===== config.mk =====
export PLATFORM = sky130hd
export DESIGN_NAME = cmvg_queue
export DESIGN_NICKNAME = d
export VERILOG_FILES = /design/src/cmvg_pkg.sv /design/src/cmvg_queue.sv
export SDC_FILE = /design/constraint.sdc
export NUM_CORES = 1
export LEC_CHECK = 0
export ABC_CLOCK_PERIOD_IN_PS = 1900
export BUFFER_PORTS_ARGS = -buffer_cell sky130_fd_sc_hd__buf_2
export CELL_PAD_IN_SITES_DETAIL_PLACEMENT = 1
export CELL_PAD_IN_SITES_GLOBAL_PLACEMENT = 2
export CORE_MARGIN = 1
export CORE_UTILIZATION = 25
export CTS_CLUSTER_DIAMETER = 200
export DETAILED_ROUTE_END_ITERATION = 10
export PLACE_DENSITY = 0.59
export SLEW_MARGIN = 10
export SYNTH_ARGS = -nofsm -noshare
export SYNTH_HDL_FRONTEND = slang
export SYNTH_SLANG_ARGS = --single-unit

===== constraint.sdc =====
create_clock -name i_clk -period 1.9 [get_ports i_clk]
set_clock_uncertainty 0.1 [all_clocks]
set_input_delay 0.38 -clock i_clk [delete_from_list [all_inputs] [get_ports i_clk]]
set_output_delay 0.38 -clock i_clk [all_outputs]
set_load 0.05 [all_outputs]

===== src/cmvg_pkg.sv =====
// ----------------------------------------------------------------------------
// cmvg_pkg
// shared types and constants of the capsule mesh vertex generator
// ----------------------------------------------------------------------------
package cmvg_pkg;

    localparam int CNT_W     = 9;
    localparam int CFG_W     = 16;
    localparam int CFG_IDX_W = 3;

    localparam int MAX_STACKS             = 256;
    localparam int MAX_SLICES             = 256;
    localparam int DEF_SINE_ROM_DEPTH     = 1024;
    localparam int QUEUE_DEPTH            = 4;

    // register indexes
    localparam logic [CFG_IDX_W-1:0] CFG_SPHERE_RADIUS  = 3'd0;
    localparam logic [CFG_IDX_W-1:0] CFG_BODY_LENGTH    = 3'd1;
    localparam logic [CFG_IDX_W-1:0] CFG_STACK_COUNT    = 3'd2;
    localparam logic [CFG_IDX_W-1:0] CFG_SLICE_COUNT    = 3'd3;
    localparam logic [CFG_IDX_W-1:0] CFG_LATITUDE_STEP  = 3'd4;
    localparam logic [CFG_IDX_W-1:0] CFG_LONGITUDE_STEP = 3'd5;

    // reset values
    localparam logic [15:0]      RST_SPHERE_RADIUS  = 16'd256;
    localparam logic [15:0]      RST_BODY_LENGTH    = 16'd512;
    localparam logic [CNT_W-1:0] RST_STACK_COUNT    = 9'd16;
    localparam logic [CNT_W-1:0] RST_SLICE_COUNT    = 9'd16;
    localparam logic [15:0]      RST_LATITUDE_STEP  = 16'd2048;
    localparam logic [15:0]      RST_LONGITUDE_STEP = 16'd4096;

    typedef struct packed {
        logic [15:0]      sphere_radius;
        logic [15:0]      body_length;
        logic [CNT_W-1:0] stack_count;
        logic [CNT_W-1:0] slice_count;
        logic [15:0]      latitude_step;
        logic [15:0]      longitude_step;
    } t_cfg;

    // one classified vertex request
    typedef struct packed {
        logic [CNT_W-1:0] lat;
        logic [CNT_W-1:0] slice;
        logic [CNT_W-1:0] strip;
        logic             neg_off;
        logic             strip_end;
        logic             mesh_end;
    } t_job;

    typedef struct packed {
        logic                mesh_end;
        logic                strip_end;
        logic [CNT_W-1:0]    strip_number;
        logic signed [15:0]  normal_z;
        logic signed [15:0]  normal_y;
        logic signed [15:0]  normal_x;
        logic signed [17:0]  pos_z;
        logic signed [16:0]  pos_y;
        logic signed [16:0]  pos_x;
    } t_vertex;

endpackage


===== src/cmvg_queue.sv =====
// ----------------------------------------------------------------------------
// cmvg_queue
// short request queue between the front and back ends
// ----------------------------------------------------------------------------
module cmvg_queue (
    input  logic            i_clk,
    input  logic            i_rst_n,
    input  logic            i_push,
    input  cmvg_pkg::t_job  i_wdata,
    output logic            o_full,
    input  logic            i_pop,
    output cmvg_pkg::t_job  o_rdata,
    output logic            o_empty
);
    import cmvg_pkg::*;

    localparam int PtrW = (QUEUE_DEPTH > 1) ? $clog2(QUEUE_DEPTH) : 1;
    localparam int CntW = $clog2(QUEUE_DEPTH + 1);
    localparam logic [PtrW-1:0] LastPtr = PtrW'(QUEUE_DEPTH - 1);
    localparam logic [CntW-1:0] FullCnt = CntW'(QUEUE_DEPTH);

    t_job            r_mem [QUEUE_DEPTH];
    logic [PtrW-1:0] r_wr_ptr;
    logic [PtrW-1:0] r_rd_ptr;
    logic [CntW-1:0] r_count;

    always_ff @(posedge i_clk) begin
        if (i_push) begin
            r_mem[r_wr_ptr] <= i_wdata;
        end
    end

    always_ff @(posedge i_clk) begin
        if (!i_rst_n) begin
            r_wr_ptr <= '0;
            r_rd_ptr <= '0;
            r_count  <= '0;
        end else begin
            if (i_push) begin
                r_wr_ptr <= (r_wr_ptr == LastPtr) ? '0 : r_wr_ptr + 1'b1;
            end
            if (i_pop) begin
                r_rd_ptr <= (r_rd_ptr == LastPtr) ? '0 : r_rd_ptr + 1'b1;
            end
            unique case ({i_push, i_pop})
                2'b10:   r_count <= r_count + 1'b1;
                2'b01:   r_count <= r_count - 1'b1;
                default: r_count <= r_count;
            endcase
        end
    end

    assign o_full  = (r_count == FullCnt);
    assign o_empty = (r_count == '0);
    assign o_rdata = r_mem[r_rd_ptr];

endmodule


---- Word-level counts from Yosys, hierarchy flattened ----
Memories as Yosys holds them, arrays and structs flattened. A register that Yosys moved wholly into a read port is not among the register bits.
Cells that the tools add are included.
storage, ports and cells
  word-level logic and storage cells ...... 22
  output and inout bits ................... 32
  register bits after elaboration ......... 7
  input port bits ......................... 34
  memories kept ........................... 1
  bits in writable memories ............... 120
operators by class
  equal/unequal tests ..................... 5
  reduce and logical (&&, ||, !) cells .... 2
  $add $sub $neg .......................... 4
  multiplexer cells ....................... 7
memory list
  memory  depth  bits a word  rd ports  clocked after memory_dff  wr ports  RTL line          RTL
  r_mem   4      30           1         1                         1         cmvg_queue.sv:22  t_job r_mem [QUEUE_DEPTH];
operator list
  operator                                             number
  2-to-1 mux 2 bit                                     4
  equality test 2 bit, second input constant           3
  case mux 3 bit (2 select lines)                      1
  adder 2 x 1 -> 2 bit, second input constant          2
  adder 3 x 1 -> 3 bit, second input constant          1
  equality test 3 bit, second input constant           1
  zero test 3 bit                                      1
  subtractor 3 x 1 -> 3 bit, second input constant     1
  equality test 2 x 1 -> 1 bit, second input constant  1
  2-to-1 mux 1 bit                                     2
  nonzero test 2 bit                                   1

---- Longest topological paths before layout ----
Gate-level depths: netlist of run 1.
  depth in word-level cells ............... 4
  gate-level depth with buffers ........... 7
  gate-level depth less buffers ........... 7

---- Worst setup path after synthesis of run 1 ----
OpenSTA, ideal clock, no wires.
  path type ............................... reg-to-output
  start point ............................. reg r_count[1]
  end point ............................... out o_empty
  slack ................................... 0.023 ns
  cell stages (with the launch flop) ...... 2
  buffers on the path ..................... 0
  arrival ................................. 1.397 ns
  data required time ...................... 1.420 ns
  cell sequence ........................... dfxtp_1 nor3_1
between the ends
  word-level cells in the longest chain between the ends .. 1
ends and longest elaborated chain
  item                    RTL line          RTL
  start, declared         cmvg_queue.sv:25  logic [CntW-1:0] r_count;
  start signal, assigned  cmvg_queue.sv:46  2'b10: r_count <= r_count + 1'b1;
  start signal, assigned  cmvg_queue.sv:47  2'b01: r_count <= r_count - 1'b1;
  start signal, assigned  cmvg_queue.sv:48  default: r_count <= r_count;
  zero test 3 bit         cmvg_queue.sv:54  assign o_empty = (r_count == '0);
  end, declared           cmvg_queue.sv:13  output logic o_empty
Every way passes these cells.

==> results.sh, run 1 <==
export IMPL_drc_errors=0
export IMPL_hold_start="i_wdata[24]"
export IMPL_cts_buffers=17
export IMPL_finalInstanceArea_um2=6330
export IMPL_io_buffers=65
export IMPL_rsz0062_at_grt="yes"
export IMPL_ys_seq_elements=129
export IMPL_reg2reg_slack_ps=200
export IMPL_yosysUniqueCellTypes=22
export IMPL_drt_antenna_violating_nets=0
export IMPL_fin_hold_ws_ps=81.6
export IMPL_start_util=0.255
export IMPL_final_common_cell="edfxtp_1"
export IMPL_clkLatencyLatePin_ps=410
export IMPL_synthesis_nets=244
export IMPL_multi_input_area_um2=942
export IMPL_worst_slack_ps=-285
export IMPL_ys_seq_area_frac=0.790
export IMPL_cp_max_fo=7
export IMPL_min_period_over_period=1.15
export IMPL_cp_arrival_ps=1700
export IMPL_r2r_end="r_count[2]"
export IMPL_clockBufferDepth=2
export IMPL_fin_crit_ps=2180
export IMPL_hold_depth=1
export IMPL_avgSynthCellArea_um2=23.6
export IMPL_worst_pin_slew_ps=300
export IMPL_fp_dieW_um=140
export IMPL_netlist_instances=203
export IMPL_path_class="register to output port"
export IMPL_io_pins=66
export IMPL_fill_cells=1889
export IMPL_clock_sinks=129
export IMPL_post_route_util=0.337
export IMPL_cp_required_ps=1420
export IMPL_hold_path_endpoint="r_mem[2][24]"
export IMPL_slew_limit_headroom=0.800
export IMPL_r2r_cells=5
export IMPL_wl_um=9620
export IMPL_rows=50
export IMPL_die_area_um2=19700
export IMPL_wl_per_cell_um=17.7
export IMPL_hold_viol=0
export IMPL_grt_max_degree=25
export IMPL_dieHeight_um=140
export IMPL_track_usage=0.107
export IMPL_power_mw=7.30
export IMPL_violations="negative setup slack"
export IMPL_syn_to_final_growth_pct=32.0
export IMPL_post_place_ws_ps=-93.0
export IMPL_drt_iter0_drc=99
export IMPL_hp_class="input port to register"
export IMPL_setup_violations=30
export IMPL_drt_pass1_iter_count=4
export IMPL_status="complete, but fails checks"
export IMPL_slew_violations=0
export IMPL_viasPerCell=4.21
export IMPL_synth_yosys_warnings=0
export IMPL_core_um2=18800
export IMPL_seq_area_um2=3790
export IMPL_drive_gt1_frac=0.466
export IMPL_htreeDepth=4
export IMPL_cts_tree="yes"
export IMPL_maxCapViolations=0
export IMPL_via_count=2297
export IMPL_cts_clk_slew_worst_paths_ps=60
export IMPL_power_density_nw_per_um2=1150
export IMPL_nets=339
export IMPL_fmax_ghz=0.458
export IMPL_gp_congestion=0.620
export IMPL_grt_antenna_before_repair=0
export IMPL_grt_pass1_wl_um=14800
export IMPL_cp_start_kind="register"
export IMPL_clock_root_buffer="clkbuf_16"
export IMPL_place_area_um2=5580
export IMPL_num_antenna_cells=0
export IMPL_overflow=0
export IMPL_hpwl_um=5910
export IMPL_grt_pass1_vias=2616
export IMPL_peakVddDrop_uv=694
export IMPL_syn_cell_area_um2=4790
export IMPL_end_kind="output port"
export IMPL_cts_hold_buf=0
export IMPL_final_cell_mix="edfxtp_1, buf_2, mux4_2"
export IMPL_rr_startpoint="r_count[0]"
export IMPL_leakage_nw=2.17
==> sequential cells by signal, indices dropped and copies added (netlist names), named ones only <==
register,flops
r_mem,120
r_count,3
r_rd_ptr,2
r_wr_ptr,2
==> routing by layer <==
metal | global-route usage | vias to the layer above | wire length [um]
li1 | - | 1030 | -
met1 | 0.131 | 1204 | 4340
met2 | 0.168 | 51 | 4720
met3 | 0.0417 | 12 | 425
met4 | 0.0446 | 0 | 136
met5 | 0 | - | 0
==> through the flow <==
| step | instances | setup TNS (ps) |
|---|---|---|
| global route | 545 | -9480 |
| CTS | 546 | -9350 |
| finish | 545 | -7570 |
| global placement | 512 | -18.9 |
| detailed placement | 512 | -93.0 |
| floorplan | 203 | 0 |
==> cell families (layout without fill, tap and decap cells) <==
group | Yosys count | after routing | synth area share
fa+ha+maj | 7 | 7 | 0.0198
xor+xnor | 2 | 2 | 0.00366
compound gates | 5 | 5 | 0.00627
mux | 32 | 32 | 0.145
buf+inv | 12 | 120 | 0.0149
simple gates | 16 | 16 | 0.0206
flops | 129 | 129 | 0.790
==> critical path, stage by stage (launching register included) <==
cell and delay [ps]:
dfxtp_4 400, buf_8 160, mux4_2 520, buf_4 210
==> report_power, final <==
group,switching (mW),total (mW),internal [mW]
clock,1.14,3.05,1.91
combinational,0.591,0.974,0.383
sequential,0.0398,3.27,3.23
total,1.77,7.30,5.53
==> synthesized netlist by cell type, drive strengths merged <==
cell    number  area (um2)
o21a         1        7.51
nor2b        4        25.0
mux2i        2        20.0
o21ai        2        10.0
nor3         1        5.00
a21oi        1        5.00
inv          6        22.5
edfxtp     120        3600
xor2         1        8.76
and2         6        37.5
or3          1        6.26
mux4        30         676
and3         1        6.26
nand2        1        3.75
nor3b        2        15.0
dfxtp        9         180
ha           6        75.1
buf          6        48.8
a21boi       1        7.51
xnor2        1        8.76
fa           1        20.0
==> cell type report <==
cell class	instances	area share
sequential	129	0.599
multi-input combinational	62	0.149
timing repair buffer	82	0.115
clock buffer	21	0.0696
tap	234	0.0463
clock inverter	11	0.0182
inverter	6	0.00356
==> timing repair <==
item	CTS	global route
gates cloned	1	0
endpoints found under the setup margin	30	30
setup buffers	1	0
pin swaps	0	0
resized for setup	56	2
==> worst max-delay path by stage <==
| stage | startpoint | endpoint | depth (start not counted) |
|---|---|---|---|
| 2_1_floorplan | r_count[1] | o_empty | 1 |
| 3_3_place_gp | i_push | r_count[2] | 8 |
| 3_5_place_dp | i_push | r_count[2] | 8 |
| 4_1_cts | register | o_rdata[19] | 4 |
| 5_1_grt | register | o_rdata[12] | 3 |
| 6_report | register | o_rdata[10] | 3 |
Power figures use the tool's default switching activity.
==> run 2: changes to the inputs <==
- ABC_CLOCK_PERIOD_IN_PS: 1900 -> 2300
- PLACE_DENSITY: 0.59 -> 0.58
- clock period: 1.9 -> 2.3 ns (I/O delays scaled with it)
==> run 2 against run 1 <==
Effect of this change:
- the flow now finishes without violations
- largest power group unchanged
- design area is 0.49% lower
- count of clock-buffer cells in the layout is 2 lower
- combinational power is 18% lower
- flip-flop and latch count stayed put
- non-clock buffer count is 4 lower
==> results.sh, run 2 (synthesis gave the netlist of run 1 again) <==
export IMPL_clkLatencyLatePin_ps=410
export IMPL_cp_required_ps=1740
export IMPL_end_kind="output port"
export IMPL_rows=50
export IMPL_clockBufferDepth=2
export IMPL_nets=335
export IMPL_cts_buffers=17
export IMPL_fp_dieW_um=140
export IMPL_cp_arrival_ps=1720
export IMPL_core_um2=18800
export IMPL_grt_pass1_wl_um=14800
export IMPL_instances_no_fill=541
export IMPL_post_route_util=0.335
export IMPL_status="completed"
export IMPL_post_place_ws_ps=216
export IMPL_overflow=0
export IMPL_top_register="r_mem"
export IMPL_drt_pass1_iter_count=4
export IMPL_power_density_nw_per_um2=984
export IMPL_fill_cells=1865
export IMPL_htreeDepth=4
export IMPL_drt_iter0_drc=64
export IMPL_final_common_cell="edfxtp_1"
export IMPL_slew_violations=0
export IMPL_start_util=0.255
export IMPL_die_area_um2=19700
export IMPL_worst_slack_ps=20.7
export IMPL_postCtsSetupRepairBufs=0
export IMPL_maxCapViolations=0
export IMPL_io_pins=66
export IMPL_cp_max_fo=11
export IMPL_drc_errors=0
export IMPL_reg_top3="r_mem (120), r_count (3)"
export IMPL_gp_congestion=0.628
export IMPL_leakage_nw=2.16
export IMPL_io_buffers=65
export IMPL_peakVddDrop_uv=487
export IMPL_clock_sinks=129
export IMPL_finalSetupTns_ps=0
export IMPL_drt_antenna_violating_nets=0
export IMPL_slew_limit_headroom=0.749
export IMPL_clock_root_buffer="clkbuf_16"
export IMPL_path_class="register to output port"
export IMPL_hold_viol=0
export IMPL_grt_max_degree=22
export IMPL_finalInstanceArea_um2=6300
export IMPL_syn_to_final_growth_pct=31.4
export IMPL_rsz0062_at_grt="yes"
export IMPL_track_usage=0.109
export IMPL_largest_reg_flops=120
export IMPL_drive_gt1_frac=0.466
export IMPL_hpwl_um=5870
export IMPL_dieHeight_um=140
export IMPL_setup_violations=0
export IMPL_grt_antenna_before_repair=0
export IMPL_cts_tree="yes"
export IMPL_via_count=2272
export IMPL_fmax_ghz=0.439
export IMPL_hp_class="input port to register"
export IMPL_cts_clk_slew_worst_paths_ps=60
export IMPL_fin_crit_ps=2280
export IMPL_wl_per_cell_um=18.1
export IMPL_cp_start_kind="register"
export IMPL_grt_pass1_vias=2570
export IMPL_place_area_um2=5470
export IMPL_cts_hold_buf=0
export IMPL_num_antenna_cells=0
export IMPL_final_cell_mix="edfxtp_1, buf_2, mux4_2, buf_6, clkbuf_16"
export IMPL_min_period_over_period=0.991
export IMPL_wl_um=9780
export IMPL_viasPerCell=4.20
export IMPL_worst_pin_slew_ps=376
export IMPL_place_inst=508
[run 2: cell types whose count changed in the layout (fill, tap and decap cells not counted)]
cell | previous run | this run
buf_6 | 22 | 30
buf_4 | 15 | 10
buf_12 | 8 | 2
clkinv_4 | 1 | 3
clkbuf_1 | 4 | 2
inv_6 | 0 | 1
bufinv_16 | 2 | 3
clkinv_2 | 4 | 2
buf_8 | 2 | 0
buf_16 | 0 | 1
[run 2: cell type report]
| type | instances | area, um2 | share of cell area |
|---|---|---|---|
| clock buffers | 19 | 433 | 0.0688 |
| inverters | 6 | 22.5 | 0.00358 |
| flip-flops and latches | 129 | 3790 | 0.602 |
| multi-input cells | 62 | 942 | 0.150 |
| repair buffers | 78 | 656 | 0.104 |
| clock inverters | 13 | 161 | 0.0256 |
| well taps | 234 | 293 | 0.0465 |
[run 2: through the flow]
step / hold slack (ps) / power, mW
2_1_floorplan: 373 / 3.25
3_3_place_gp: 404 / 3.45
3_5_place_dp: 417 / 3.46
4_1_cts: 135 / 6.30
5_1_grt: 141 / 6.44
6_report: 161 / 6.19
[run 2: path summary, 6_finish.rpt]
kind | start | endpoint | slack [ps] | cells past startpoint
min reg2reg | r_count[2] | r_count[2] | 440 | 2
min | i_wdata[1] | r_mem[1][1] | 160 | 1
max reg2reg | r_count[0] | r_count[2] | 600 | 5
max | register | o_rdata[6] | 20 | 3
[run 2: power by group]
part | switching [mW] | leakage [nW] | internal (mW)
logic | 0.494 | 0.701 | 0.309
registers | 0.0309 | 1.18 | 2.67
clock network | 0.987 | 0.281 | 1.70
total | 1.51 | 2.16 | 4.68
[run 2: repair_timing]
item | in CTS | in global routing
endpoints found under the setup margin | 30 | 29
resized for setup | 57 | 8
gates cloned | 1 | 0
[run 2: worst max-delay path, cell delays in order, from the launching register on]
cell and delay (ps):
dfxtp_4 400, buf_12 170, mux4_2 550, buf_6 180
[run 2: metal layers]
layer  vias to the layer above  track usage  wire length (um)
li1                       1020            -                 -
met1                      1187        0.124              4250
met2                        53        0.182              5030
met3                        12       0.0397               369
met4                         0       0.0498               125
met5                         -            0                 0
