<file path="src/cmvg_pkg.sv">
// ----------------------------------------------------------------------------
// cmvg_pkg
// shared types and constants of the capsule mesh vertex generator
// ----------------------------------------------------------------------------
package cmvg_pkg;

    localparam int CNT_W     = 9;
    localparam int CFG_W     = 16;
    localparam int CFG_IDX_W = 3;

    localparam int MAX_STACKS             = 256;
    localparam int MAX_SLICES             = 256;
    localparam int DEF_SINE_ROM_DEPTH     = 1024;
    localparam int QUEUE_DEPTH            = 4;

    // register indexes
    localparam logic [CFG_IDX_W-1:0] CFG_SPHERE_RADIUS  = 3'd0;
    localparam logic [CFG_IDX_W-1:0] CFG_BODY_LENGTH    = 3'd1;
    localparam logic [CFG_IDX_W-1:0] CFG_STACK_COUNT    = 3'd2;
    localparam logic [CFG_IDX_W-1:0] CFG_SLICE_COUNT    = 3'd3;
    localparam logic [CFG_IDX_W-1:0] CFG_LATITUDE_STEP  = 3'd4;
    localparam logic [CFG_IDX_W-1:0] CFG_LONGITUDE_STEP = 3'd5;

    // reset values
    localparam logic [15:0]      RST_SPHERE_RADIUS  = 16'd256;
    localparam logic [15:0]      RST_BODY_LENGTH    = 16'd512;
    localparam logic [CNT_W-1:0] RST_STACK_COUNT    = 9'd16;
    localparam logic [CNT_W-1:0] RST_SLICE_COUNT    = 9'd16;
    localparam logic [15:0]      RST_LATITUDE_STEP  = 16'd2048;
    localparam logic [15:0]      RST_LONGITUDE_STEP = 16'd4096;

    typedef struct packed {
        logic [15:0]      sphere_radius;
        logic [15:0]      body_length;
        logic [CNT_W-1:0] stack_count;
        logic [CNT_W-1:0] slice_count;
        logic [15:0]      latitude_step;
        logic [15:0]      longitude_step;
    } t_cfg;

    // one classified vertex request
    typedef struct packed {
        logic [CNT_W-1:0] lat;
        logic [CNT_W-1:0] slice;
        logic [CNT_W-1:0] strip;
        logic             neg_off;
        logic             strip_end;
        logic             mesh_end;
    } t_job;

    typedef struct packed {
        logic                mesh_end;
        logic                strip_end;
        logic [CNT_W-1:0]    strip_number;
        logic signed [15:0]  normal_z;
        logic signed [15:0]  normal_y;
        logic signed [15:0]  normal_x;
        logic signed [17:0]  pos_z;
        logic signed [16:0]  pos_y;
        logic signed [16:0]  pos_x;
    } t_vertex;

endpackage

</file>
<file path="src/cmvg_front.sv">
// ----------------------------------------------------------------------------
// cmvg_front
// accepts input words, walks strips, slices and vertex pairs, classifies vertices
// ----------------------------------------------------------------------------
module cmvg_front (
    input  logic            i_clk,
    input  logic            i_rst_n,
    input  cmvg_pkg::t_cfg  i_cfg,
    input  logic            i_s_tvalid,
    output logic            o_s_tready,
    input  logic            i_restart,
    input  logic            i_full,
    output logic            o_push,
    output cmvg_pkg::t_job  o_job
);
    import cmvg_pkg::*;

    logic [CNT_W-1:0] r_strip;
    logic [CNT_W-1:0] r_slice;
    logic             r_pair;

    logic [CNT_W-1:0] w_stacks;
    logic [CNT_W-1:0] w_slices;
    logic [CNT_W-1:0] w_half;
    logic [CNT_W-1:0] w_strip;
    logic [CNT_W-1:0] w_slice;
    logic             w_pair;
    logic [CNT_W-1:0] w_lat;
    logic             w_neg;
    logic             w_s_end;
    logic             w_m_end;
    logic             w_accept;

    always_comb begin
        priority if (i_cfg.stack_count < CNT_W'(2)) begin
            w_stacks = CNT_W'(2);
        end else if (int'(i_cfg.stack_count) > MAX_STACKS) begin
            w_stacks = CNT_W'(MAX_STACKS);
        end else begin
            w_stacks = i_cfg.stack_count;
        end
        priority if (i_cfg.slice_count < CNT_W'(3)) begin
            w_slices = CNT_W'(3);
        end else if (int'(i_cfg.slice_count) > MAX_SLICES) begin
            w_slices = CNT_W'(MAX_SLICES);
        end else begin
            w_slices = i_cfg.slice_count;
        end
    end

    assign w_half  = w_stacks >> 1;
    assign w_strip = i_restart ? '0 : r_strip;
    assign w_slice = i_restart ? '0 : r_slice;
    assign w_pair  = i_restart ? 1'b0 : r_pair;

    always_comb begin
        priority if (w_strip < w_half) begin
            w_lat = w_strip + CNT_W'(w_pair);
            w_neg = 1'b0;
        end else if (w_strip == w_half) begin
            w_lat = w_half;
            w_neg = w_pair;
        end else begin
            w_lat = w_strip - 1'b1 + CNT_W'(w_pair);
            w_neg = 1'b1;
        end
    end

    assign w_s_end  = w_pair && (w_slice >= w_slices);
    assign w_m_end  = w_s_end && (w_strip >= w_stacks);
    assign w_accept = i_s_tvalid && !i_full;

    always_ff @(posedge i_clk) begin
        if (!i_rst_n) begin
            r_strip <= '0;
            r_slice <= '0;
            r_pair  <= 1'b0;
        end else if (w_accept) begin
            r_strip <= w_strip;
            r_slice <= w_slice;
            r_pair  <= !w_pair;
            if (w_pair) begin
                if (w_s_end) begin
                    r_slice <= '0;
                    r_strip <= w_m_end ? '0 : w_strip + 1'b1;
                end else begin
                    r_slice <= w_slice + 1'b1;
                end
            end
        end
    end

    assign o_s_tready      = !i_full;
    assign o_push          = w_accept;
    assign o_job.lat       = w_lat;
    assign o_job.slice     = w_slice;
    assign o_job.strip     = w_strip;
    assign o_job.neg_off   = w_neg;
    assign o_job.strip_end = w_s_end;
    assign o_job.mesh_end  = w_m_end;

endmodule

</file>
<file path="config.mk">
export PLATFORM = sky130hd
export DESIGN_NAME = cmvg_front
export DESIGN_NICKNAME = d
export VERILOG_FILES = /design/src/cmvg_pkg.sv /design/src/cmvg_front.sv
export SDC_FILE = /design/constraint.sdc
export NUM_CORES = 1
export LEC_CHECK = 0
export ABC_AREA = 1
export BUFFER_PORTS_ARGS = -buffer_cell sky130_fd_sc_hd__buf_2
export CORE_UTILIZATION = 49
export DETAILED_ROUTE_END_ITERATION = 7
export PLACE_DENSITY = 0.83
export SYNTH_ARGS = -nofsm -noshare
export SYNTH_HDL_FRONTEND = slang
export SYNTH_SLANG_ARGS = --single-unit
</file>
<file path="constraint.sdc">
create_clock -name i_clk -period 6.5 [get_ports i_clk]
set_clock_uncertainty 0.15 [all_clocks]
set_input_delay 1.95 -clock i_clk [delete_from_list [all_inputs] [get_ports i_clk]]
set_output_delay 1.95 -clock i_clk [all_outputs]
set_load 0.1 [all_outputs]
</file>
# After elaboration in Yosys (flattened, before gate mapping)
# Index checks and enable logic that the tools add are counted.
# W data, S select, Z words.
[word_totals]
ff_bits = 19
latchBits = 0
mem_bits_rw = 0
mem_bits_ro = 0
in_bits = 87
output_inout_bits = 32
word_cells = 37
mem_count = 0
[classes]
add_sub_neg = 5
n_mul = 0
n_div = 0
magnitude_cmp = 7
eq_ne = 1
n_shift = 0
n_mux = 16
bitwise_logic = 0
n_reduce_logical = 5
[op_table]
columns = ["cell", "n"]
rows = [
  ["$mux W9", 13],
  ["$add A9 B1 Y9", 2],
  ["$add A9 B1 Y9 const B", 2],
  ["$ge A9 B9 Y1", 2],
  ["$gt A9 B9 Y1 const B", 2],
  ["$lt A9 B2 Y1 const B", 2],
  ["$eq A9 B8 Y1", 1],
  ["$lt A9 B8 Y1", 1],
  ["$sub A9 B1 Y9 const B", 1],
  ["$logic_and A1 B1 Y1", 3],
  ["$mux W1", 3],
  ["$logic_not A1 Y1", 2],
]

# Depth between registers and ports, before layout
# Gate-level depths: netlist of the first run.
[logic_depth]
word_depth = 9
depth_mapped = 18
depth_no_buf = 18

# Least setup slack after synthesis of the first run
# No wires, ideal clock.
[synth_timing]
path_kind = "input port to output port"
from = "input i_restart"
to = "output o_job[23] (netlist bit)"
t_arrival_ps = 6901
required_time_ps = 4400
path_slack_ps = -2501
cell_stages = 8
path_buffers = 2
cell_sequence = "buf_6 > nor2_1 > ha_1 > a21o_1 > a211oi_2 > o211ai_4 > buf_6 > o21ai_0"
[synth_lines]
columns = ["element", "line", "source"]
rows = [
  ["start: declaration", "cmvg_front.sv:11", "input logic i_restart,"],
  ["end: declaration", "cmvg_front.sv:14", "output cmvg_pkg::t_job o_job"],
]

==> results of run 1 <==
synthesized netlist by cell type (2+ instances only):
cell type / count / area (µm²)
a21o_1: 2 / 15.01
a21oi_1: 27 / 135.1
a31oi_1: 2 / 12.51
buf_2: 3 / 15.01
buf_4: 3 / 22.52
buf_6: 3 / 33.78
clkbuf_1: 3 / 11.26
dfxtp_1: 19 / 380.4
ha_1: 32 / 400.4
inv_1: 68 / 255.2
nand2_1: 93 / 349.1
nand2_2: 2 / 12.51
nand2_4: 2 / 22.52
nand3_1: 37 / 185.2
nand3b_1: 2 / 15.01
nand4_1: 7 / 43.79
nor2_1: 46 / 172.7
nor2_2: 5 / 31.28
nor3_1: 5 / 25.02
o211ai_1: 6 / 45.04
o21ai_0: 34 / 170.2
o22ai_1: 3 / 18.77
or2_2: 2 / 12.51
xor2_1: 10 / 87.58
sequential cells by signal, summed over array words and instances, names as in the netlist:
name and cells:
r_slice 9, r_strip 9, r_pair 1
power by group through the flow:
stage                     combinational (µW)  sequential (µW)  clock, µW
after CTS                                297              128       87.6
after detailed placement                 293              131          0
final                                    319              129       87.2
after global placement                   286              131          0
after floorplan                          212              129          0
after global routing                     337              130       92.9
layout by cell type (no fill, tap or decap), types with 13 or more instances in the layout:
| cell | instances |
|---|---|
| inv_1 | 62 |
| o21ai_0 | 28 |
| nor2_1 | 30 |
| nand2_1 | 80 |
| buf_2 | 40 |
| buf_12 | 13 |
| nand3_1 | 37 |
| ha_1 | 26 |
| a21oi_1 | 26 |
| nor2_4 | 13 |
| buf_4 | 25 |
| dfxtp_1 | 19 |
worst paths after layout:
check,from,end,slack (ns),depth (start not counted)
hold / removal,r_slice[8],r_slice[8],0.32,2
setup / recovery,i_cfg[42],o_job[27],0.1,16
hold reg to reg,r_slice[8],r_slice[8],0.32,2
setup reg to reg,r_strip[4],r_strip[8],3.66,13
worst min-delay path, stage by stage, from the launching register on:
cell	delay, ns
dfxtp_1	0.32
nand2_1	0.06
a21oi_1	0.05
kinds of logic after synthesis:
kind of cell | count (synthesis) | synth area share [%]
simple gates | 208 | 36.07
buf+inv | 84 | 13.60
compound gates | 80 | 17.45
fa+ha+maj | 32 | 15.01
flops | 19 | 14.26
xor+xnor | 11 | 3.612
per-layer routing:
metal  vias up  GRT usage [%]  routed length [µm]
met5         -              0                   0
met1      1549          36.75                3463
met3        42          6.878                 633
met2       207          52.70                4399
met4         0          14.20                 379
li1       1576              -                   -
cell type report:
class	instances	share of cell area [%]
clock inverter	1	0.1317
sequential	19	10.01
timing repair buffer	81	17.95
clock buffer	3	1.087
inverter	71	7.573
tap	70	2.305
multi-input combinational	332	60.95
repair_timing:
action / CTS / global route
endpoints found under the hold margin: 0 / 0
setup buffers: 0 / 3
pin swaps: 3 / 17
endpoints found under the setup margin: 10 / 12
cloned: 1 / 0
resized for setup: 3 / 38
per-stage QoR:
step,total power (µW),hold WS [ns]
final,535.0,0.3241
after global routing,559.2,0.3564
after CTS,513.5,0.3223
after detailed placement,424.5,0.3102
after global placement,416.8,0.3038
after floorplan,341.6,0.2942
==> metrics list, run 1 <==
* Number of iterations in the first detailed-routing pass: 5
- Cell repeated most along the worst path: nand2_2
- In the final layout, the multi-input gates occupy 2316 µm².
- The die is 75.79 µm tall.
- Number of filler cells placed in the layout: 375
- Deepest level of the CTS H-tree: 1
* Worst stage delay on the critical path: 0.35 ns
- CTS Sinks: 19
- The die is 75.79 µm wide.
* Count of warnings emitted by yosys: 0
* Total placed instance area: 3532 µm²
* Post-synthesis cell area: 2668 µm²
- Buffering stage count on the worst path with inverters included: 4
* Source-to-sink clock delay at the later pin of the worst-skew pair: 0.26 ns
* Total wire length: 8.876 mm
* Peak supply drop: 0.1483 mV
- Counting flops with a built-in enable in the synthesized netlist gives 0.
- Cell count after synthesis: 434
* Total die area: 5743 µm²
- Startpoint type of the worst setup path: primary input
* Tightest slew margin relative to the limit: 67.54%
- Cell Count Post-Placement: 569
* Clk network pwr share: 16.3%
- Summed over all layers, the global routing overflow is 0.
* Post-layout utilization of the core: 73.46%
* Seq. cell area: 380.4 µm²
- After detailed routing, the number of remaining DRC violations is 0.
- Among all stages on the critical path, the largest delay is contributed by o211ai_4.
- At the worst endpoint, the arrival time is 4.30 ns.
- In this run, CTS created clock tree buffers numbering 3.
* Count of distinct cell types in the synthesized netlist: 42
- Vias after detailed routing: 3374
* Std-Cell Rows: 26
* Clk root buf: clkbuf_8
- A synthesized cell averages 6.146 µm².
- Async SR Flop Fraction: 0%
- The min-delay analysis places its worst path in the category reg2reg.
- The detail route stage leaves a number of antenna-violating nets equal to 0.
* Setup TNS: 0 ns
- Via count of the first global-routing pass: 2973
- The internal portion of the total power is 268.8 µW.
- Core Region: 5172 µm²
- The tool flagged a number of max-cap violations equal to 0.
- The area growth from synthesis to layout is 42.45%.
* Top-level I/O count: 119
- Switching power as a share of total power: 49.75%
- For this design the static power due to leakage is 0.001815 µW.
- The number of antenna violations at the first check in global routing came to 0.
- Cell Count, Final, Fillers Out: 577
* TritonCTS clock tree: built
- Maximum fanout encountered on the critical timing path: 7
- Per report_power, the combinational group accounts for 59.6% of the total.
* Post-Place Setup Slack: -0.1604 ns
- In the routed layout, each cell is associated on average with a via count of 5.847.
* PwrDens: 140.8 nW/µm²
- The share of the Yosys chip area taken by registers is 14.26%.
- The share of total power dissipated in sequential elements is 24.1%.
- CP endpoint kind: output port
- Post-synthesis net count: 553
- The number of hold buffers added after CTS was 0.
- Of the cells placed in the final design, the portion with a size suffix greater than 1 is 31.56%.
- The signal on the critical path passes through buf_2, nor2_2, nand2_2, nor3_4, a21oi_2, inv_2, buf_6, nand2_2, ha_4, nand2_2, nor2_2, nand2_2, o211ai_4, nand3_1, o211ai_4, buf_12.
- Initial DRC Count: 251
* Classification of the worst setup path: in2out
- Once the floorplan was initialized, standard cells occupied 51.57% of the core.
- The flow ran to the end, and the final reports show no timing, DRC or antenna violations.
- Fmax: 156.2 MHz
- Of the available clock period, the critical path in the final layout requires 98.52%.
* Crit path max-delay family: simple AND/OR/NAND/NOR gates
- 0 antenna diodes ended up in the layout.
* Max-slew violations: 0
* Final Hold Violating Endpoints: 0
* Placer Congestion: 0.9178
- Pin count of the biggest net entering global routing: 31
- Primary flip-flop cell chosen by synthesis mapping: dfxtp_1
- Final setup violating endpoints: 0
- Minimum setup slack in the final design: 0.09602 ns
- The first global-routing pass estimated 13.46 mm of wire.
- Total track usage: 30.86%
* Post-route cell area: 3800 µm²
- Layout net count: 627
- Flip-flop and latch count after synthesis: 19
- At the pin with the least slew margin, the transition time is 0.4903 ns.
- Clock-pin slew was measured on the worst setup and hold paths at 0.08 ns.
- The wire-length estimate of the detail-placed layout is 6.472 mm.
- Average detailed-routed wire length per instance: 15.38 µm
* Number of buffers on the longest clock path: 2
- At the worst endpoint, the required time is 4.40 ns.
- Input and output buffers added on the ports amount to 54.
- Switch Pwr: 266.2 µW
- Crit path time final: 6.404 ns
Note: power is estimated with default switching activity, not from simulation.
==> run 2, diff against run 1 <==
--- a/config.mk
+++ b/config.mk
@@ -7,9 +7,9 @@
 export LEC_CHECK = 0
 export ABC_AREA = 1
 export BUFFER_PORTS_ARGS = -buffer_cell sky130_fd_sc_hd__buf_2
-export CORE_UTILIZATION = 49
+export CORE_UTILIZATION = 40
 export DETAILED_ROUTE_END_ITERATION = 7
-export PLACE_DENSITY = 0.83
+export PLACE_DENSITY = 0.7
 export SYNTH_ARGS = -nofsm -noshare
 export SYNTH_HDL_FRONTEND = slang
 export SYNTH_SLANG_ARGS = --single-unit
==> run 2 against run 1 <==
Against the previous run: fmax shrank 0.29%; design area shrank 1.2%; count of clock-buffer cells in the layout grew 1; combinational power shrank 3%; routed wire length shrank 11%; utilization shrank 15 points; die area grew 22%; global-route usage shrank 8.7 points; via count shrank 8.2%; worst hold slack lost 0.0011 ns.
==> metrics list, run 2 (synthesized netlist as in run 1, its figures left out) <==
* Post-Route Hold Slack: 0.3230 ns
- Setup violations remaining at the end of the flow were counted as 0.
- Vias per std cell: 5.320
* Vias after detailed routing: 3096
* Sum of net half-perimeters after detailed placement: 6.144 mm
- Clk root buf: clkbuf_8
- Remaining Overflow, GRT: 0
- In the post-route analysis, the smallest setup slack over all paths is 0.07738 ns.
- Deepest level of the CTS H-tree: 1
- STA puts the critical path data arrival time at 4.32 ns.
- Initial DRC Count: 202
- Total CTS buffers: 3
* Internal reg-to-reg setup slack: 3.89 ns
* Die extent in y: 83.67 µm
- Average detailed-routed wire length per instance: 13.56 µm
- The max-slew violation total from the final report was 0.
- Wire length of the first global-routing pass: 12.83 mm
- Layout net count: 625
* Area of combinational cells with multiple inputs: 2267 µm²
- Of the cells placed in the final design, the portion with a size suffix greater than 1 is 31.09%.
- Core Region: 6386 µm²
- Final Hold Violating Endpoints: 0
- Measured along the x axis, the die boundary spans 83.67 µm.
- Share of the clock period used by the worst path after layout: 98.81%
- Hold_buf cts: 0
- The largest registers in the layout are r_slice: 9 flops, r_strip: 9 flops, r_pair: 1 flops.
* Peak supply drop: 0.1321 mV
- Antenna violations before repair: 0
- Internal power comes to 270.2 µW.
- The worst setup path is launched from a primary input.
- Most common cell after layout, fill and taps aside: nand2_1
- The critical path in this run is classified as in2out.
* CP required: 4.40 ns
* Cell Count Post-Placement: 571
- Std-Cell Rows: 29
* TritonCTS clock tree: built
* Placer Congestion: 0.8682
- The clock network accounts for 16.0% of the total power.
* Number of buffers on the longest clock path: 2
- Max-cap check violation count: 0
- Net switching is 48.28% of the power.
* Starting Density: 41.77%
- Switch Pwr: 252.2 µW
- The number of global-route vias before repair is 2858.
- Total die area: 7000 µm²
- The area growth from synthesis to layout is 40.76%.
- Fmax: 155.7 MHz
* Number of filler cells placed in the layout: 594
- Outcome: finished clean
- Most frequent cells in the layout: nand2_1 (81), inv_1 (61), buf_2 (43), nand3_1 (36), nor2_1 (30)
- Combinational power share: 59.3%
- Total Power: 522.4 µW
- Cell Count, Final, Fillers Out: 582
* Fraction of power consumed by sequential logic: 24.6%
- Before antenna repair, the detailed router went through 4 iterations.
- Maximum fanout encountered on the critical timing path: 5
- Headroom to the max-slew limit came out at 67.57%.
- Total wire length: 7.892 mm
- The tree built by TritonCTS fans out to 19 sinks.
* Pin count of the biggest net entering global routing: 30
- Total track usage: 22.19%
- At the pin with the least slew margin, the transition time is 0.4899 ns.
* Leak Pwr: 0.001790 µW
- The clock reaches the later pin of the worst-skew pair after 0.26 ns.
* Port-buffer cells: 54
- Antenna Nets Post-Route: 0
- Before CTS, the worst setup slack after placement is -0.05741 ns.
* Setup TNS: 0 ns
- Crit path time final: 6.423 ns
- The repair_antennas step left the layout with diodes totalling 0.
- The tightest min-delay check is of the reg2reg type.
- In this run the power density over the cells is 139.1 nW/µm².
- In the routed design, unresolved DRC markers number 0.
- STA classifies the critical path endpoint as an output port.
- Top-level I/O count: 119
- After clock tree synthesis, the clock-pin slew on the worst setup and hold paths is 0.07 ns.
- Seq. cell area: 380.4 µm²
-- run 2: final cells by class --
cell class,instances,area share [%]
Tap cell,77,2.566
Inverter,71,7.597
Timing Repair Buffer,80,18.13
Multi-Input combinational cell,331,60.38
Sequential cell,19,10.13
Clock buffer,4,1.200
-- run 2: timing repair --
| item | CTS | global route |
|---|---|---|
| pin swaps | 1 | 14 |
| buffers inserted | 1 | 4 |
| setup endpoints to repair | 9 | 11 |
| cloned | 0 | 2 |
| resized for setup | 1 | 32 |
-- run 2: routing by layer --
layer  part of all wire [%]  track usage (%)
met5                      0                0
met3                    5.1            2.077
met2                     49            39.10
met1                     42            27.73
met4                    3.3            8.629
-- run 2: path summary, 6_finish.rpt --
kind	startpoint	to	cells after the start
max	i_cfg[44]	o_job[22]	19
min	r_slice[8]	r_slice[8]	2
max reg2reg	r_strip[7]	r_strip[4]	13
min reg2reg	r_slice[8]	r_slice[8]	2
-- run 2: power by group through the flow --
stage                     Sequential [µW]  Clock, µW  Combinational [µW]
after detailed placement              131          0                 290
after global routing                  129       89.6                 332
after CTS                             129       85.2                 292
final                                 129       83.7                 310
after global placement                131          0                 287
after floorplan                       129          0                 212
-- run 2: stage by stage --
step           cell area, µm²  utilization, %
3_3_place_gp             3503           54.86
3_5_place_dp             3503           54.86
5_1_grt                  3755           58.80
6_report                 3755           58.80
4_1_cts                  3561           55.76
2_1_floorplan            2904               -
-- run 2: worst max-delay path, cell delays in order --
cell	delay [ns]
buf_2	0.13
nor2_4	0.11
nand2_2	0.08
nor3_4	0.21
a21oi_2	0.11
inv_2	0.08
buf_6	0.11
nand2_2	0.05
ha_1	0.28
nand2_2	0.08
inv_1	0.06
nand4_1	0.09
nor3_2	0.22
buf_4	0.16
nand3_1	0.12
o21ai_0	0.11
nand2_1	0.11
nand2_4	0.08
buf_12	0.16
==> run 3, diff against run 2 <==
--- a/config.mk
+++ b/config.mk
@@ -9,6 +9,7 @@
 export BUFFER_PORTS_ARGS = -buffer_cell sky130_fd_sc_hd__buf_2
 export CORE_UTILIZATION = 40
 export DETAILED_ROUTE_END_ITERATION = 7
+export MAX_ROUTING_LAYER = met4
 export PLACE_DENSITY = 0.7
 export SYNTH_ARGS = -nofsm -noshare
 export SYNTH_HDL_FRONTEND = slang
==> run 3 against run 2 <==
Against the previous run: count of clock-buffer cells in the layout is the same; fmax decreased by 0.18%; via count about the same; clock power rose by 0.8%; combinational power is essentially flat; power grew 0.16%; sequential cell count unchanged; worst hold slack barely moved; design area unchanged; sequential share of layout area did not move; setup slack worse by 0.012 ns; sequential power about the same; largest power group unchanged; highest routed layer unchanged.
==> metrics list, run 3 (synthesized netlist as in run 1, its figures left out) <==
- In the final timing run, aggregate negative setup slack is 0 ns.
- Counting I/O delays and the setup requirement, the final critical path takes 6.434 ns.
- Dividing the detail-routed wire length by the instance count gives 13.58 µm.
- Final setup violating endpoints: 0
- Summed over all layers, the global routing overflow is 0.
- The run finished with clean final reports.
- CP required: 4.40 ns
* Share of cells above drive strength 1: 31.09%
* Die extent in y: 83.67 µm
* Deepest level of the CTS H-tree: 1
- In this run the worst path has a maximum fanout of 5.
* Diode count: 0
- After legalization and detailed placement, the total HPWL measured 6.144 mm.
* Core Region: 6386 µm²
- The share of total power dissipated in the clock network is 16.1%.
- In the final layout, the registers with the most flip-flops are r_slice: 9 flops, r_strip: 9 flops, r_pair: 1 flops.
- Leaving out fill and tap cells, the most frequent cell in the layout is nand2_1.
* Initial DRC Count: 210
* Starting Density: 41.77%
* Total die area: 7000 µm²
- Kind of path behind the tightest hold check: reg2reg
- CTS Sinks: 19
- Across all hold checks on the routed design, the worst slack comes to 0.3235 ns.
* Slew at the pin with the worst max-slew slack: 0.4952 ns
* Data arrival at the endpoint of the critical path: 4.33 ns
* Wire length of the first global-routing pass: 12.83 mm
* Clk root buf: clkbuf_8
- The worst hold path passes through 2 cells.
* Internal reg-to-reg setup slack: 3.88 ns
- TritonCTS created 3 clock buffers.
* Clock transition at the register clock pins on the worst setup and hold paths after CTS: 0.07 ns
- Die Width: 83.67 µm
- After detailed routing, the total wire length is 7.902 mm.
* Number of iterations in the first detailed-routing pass: 4
- Fraction of power consumed by sequential logic: 24.6%
- During I/O placement, the number of pins put on the boundary was 119.
- Detailed routing inserted a total of 3098 vias.
- After floorplanning, the core was divided into 29 placement rows.
- Fmax: 155.4 MHz
- The final critical path takes up 98.99% of the cycle.
- STA classifies the critical path startpoint as a primary input.
- Global routing used 22.82% of the available tracks across all layers.
* Startpoint of the lowest-slack register-to-register path: r_strip[7]
- Worst hold path endpoint: r_slice[8]
* Antenna violations before repair: 0
* Switch Pwr: 253.0 µW
- Combinational power share: 59.3%
* Pin count of the biggest net entering global routing: 30
- Placer Congestion: 0.8824
- The detail route stage leaves a number of antenna-violating nets equal to 0.
- The worst register-to-register path ends at r_strip[4].
- In this run the deepest clock path goes through 2 buffers.
- The top cell types in the final layout, fill and taps aside, are nand2_1 (81), inv_1 (61), buf_2 (43), nand3_1 (36), nor2_1 (30).
- The tool flagged a number of max-cap violations equal to 0.
- Hold Crit Start: r_slice[8]
- TritonCTS built the clock tree.
- For this design, the CTS-stage hold fixing added 0 buffers.
* Cell Count, Final, Fillers Out: 582
- The max-slew violation total from the final report came to 0.
* Leak Pwr: 0.001790 µW
- Across the VDD grid, the largest voltage drop is 0.1320 mV.
- Classification of the worst setup path: in2out
- The number of endpoints with negative hold slack in the final report came to 0.
- Layout net count: 625
* Source-to-sink clock delay at the later pin of the worst-skew pair: 0.26 ns
* CP endpoint kind: output port
- Via count of the first global-routing pass: 2859
* Depth of the worst register-to-register path: 13
- In the routed design, unresolved DRC markers number 0.
- Switching power as a share of total power: 48.36%
- Vias per std cell: 5.323
* Synth-to-Final Area Change: 40.76%
- PwrDens: 139.3 nW/µm²
- Tightest slew margin relative to the limit: 67.21%
- Cell Count Post-Placement: 571
- Port-buffer cells: 54
* Cell internal power dissipation: 270.2 µW
-- run 3: cell counts in the layout (fill, tap and decap cells not counted) --
No cell type changed its count.
-- run 3: worst max path at each step --
stage,startpoint,endpoint,slack [ns],cells after the start
2_1_floorplan,i_restart,o_job[28],-0.03,11
3_3_place_gp,i_cfg[43],o_job[25],-0.01,16
3_5_place_dp,i_cfg[44],o_job[25],-0.06,16
4_1_cts,i_cfg[44],o_job[25],0.08,16
5_1_grt,i_cfg[44],o_job[24],-0.09,19
6_report,i_cfg[44],o_job[22],0.07,19
-- run 3: critical path, cell delays in order --
cell and delay, ns:
buf_2 0.13, nor2_4 0.11, nand2_2 0.07, nor3_4 0.22
a21oi_2 0.11, inv_2 0.08, buf_6 0.11, nand2_2 0.05
ha_1 0.28, nand2_2 0.08, inv_1 0.06, nand4_1 0.10
nor3_2 0.22, buf_4 0.17, nand3_1 0.12, o21ai_0 0.11
nand2_1 0.11, nand2_4 0.08, buf_12 0.16
-- run 3: metrics by stage --
stage / cell area (µm²) / worst slack, ns / util [%] / power, µW
after floorplan: 2904 / -0.02703 / - / 341.6
after global placement: 3503 / -0.01353 / 54.86 / 417.6
after detailed placement: 3503 / -0.05741 / 54.86 / 421.7
after CTS: 3561 / 0.07912 / 55.76 / 505.5
after global routing: 3755 / -0.08569 / 58.80 / 551.2
final: 3755 / 0.06567 / 58.80 / 523.2
-- run 3: final cells by class --
cell class	instances	area, µm²
repair buffers	80	680.7
well taps	77	96.34
multi-input cells	331	2267
clock buffers	4	45.04
inverters	71	285.3
fillers	594	2631
flip-flops and latches	19	380.4
-- run 3: per-layer routing --
metal | global-route usage (%) | part of all wire, % | up-vias | routed length (µm)
met3 | 1.682 | 5.0 | 26 | 394
li1 | - | - | 1573 | -
met2 | 39.10 | 49 | 119 | 3867
met5 | - | 0 | - | 0
met4 | 8.629 | 3.5 | 0 | 280
met1 | 27.97 | 43 | 1380 | 3360
-- run 3: repair_timing --
item,4_1_cts,5_1_grt
endpoints found under the setup margin,9,11
pin swaps,1,14
buffers inserted,1,4
endpoints found under the hold margin,0,0
resized for setup,1,32
cloned,0,2
-- run 3: power groups by stage --
| stage | Combinational (µW) | Sequential, µW | Clock (µW) |
|---|---|---|---|
| after floorplan | 212 | 129 | 0 |
| after global placement | 287 | 131 | 0 |
| after detailed placement | 290 | 131 | 0 |
| after CTS | 292 | 129 | 85.2 |
| after global routing | 332 | 129 | 89.6 |
| final | 310 | 129 | 84.4 |
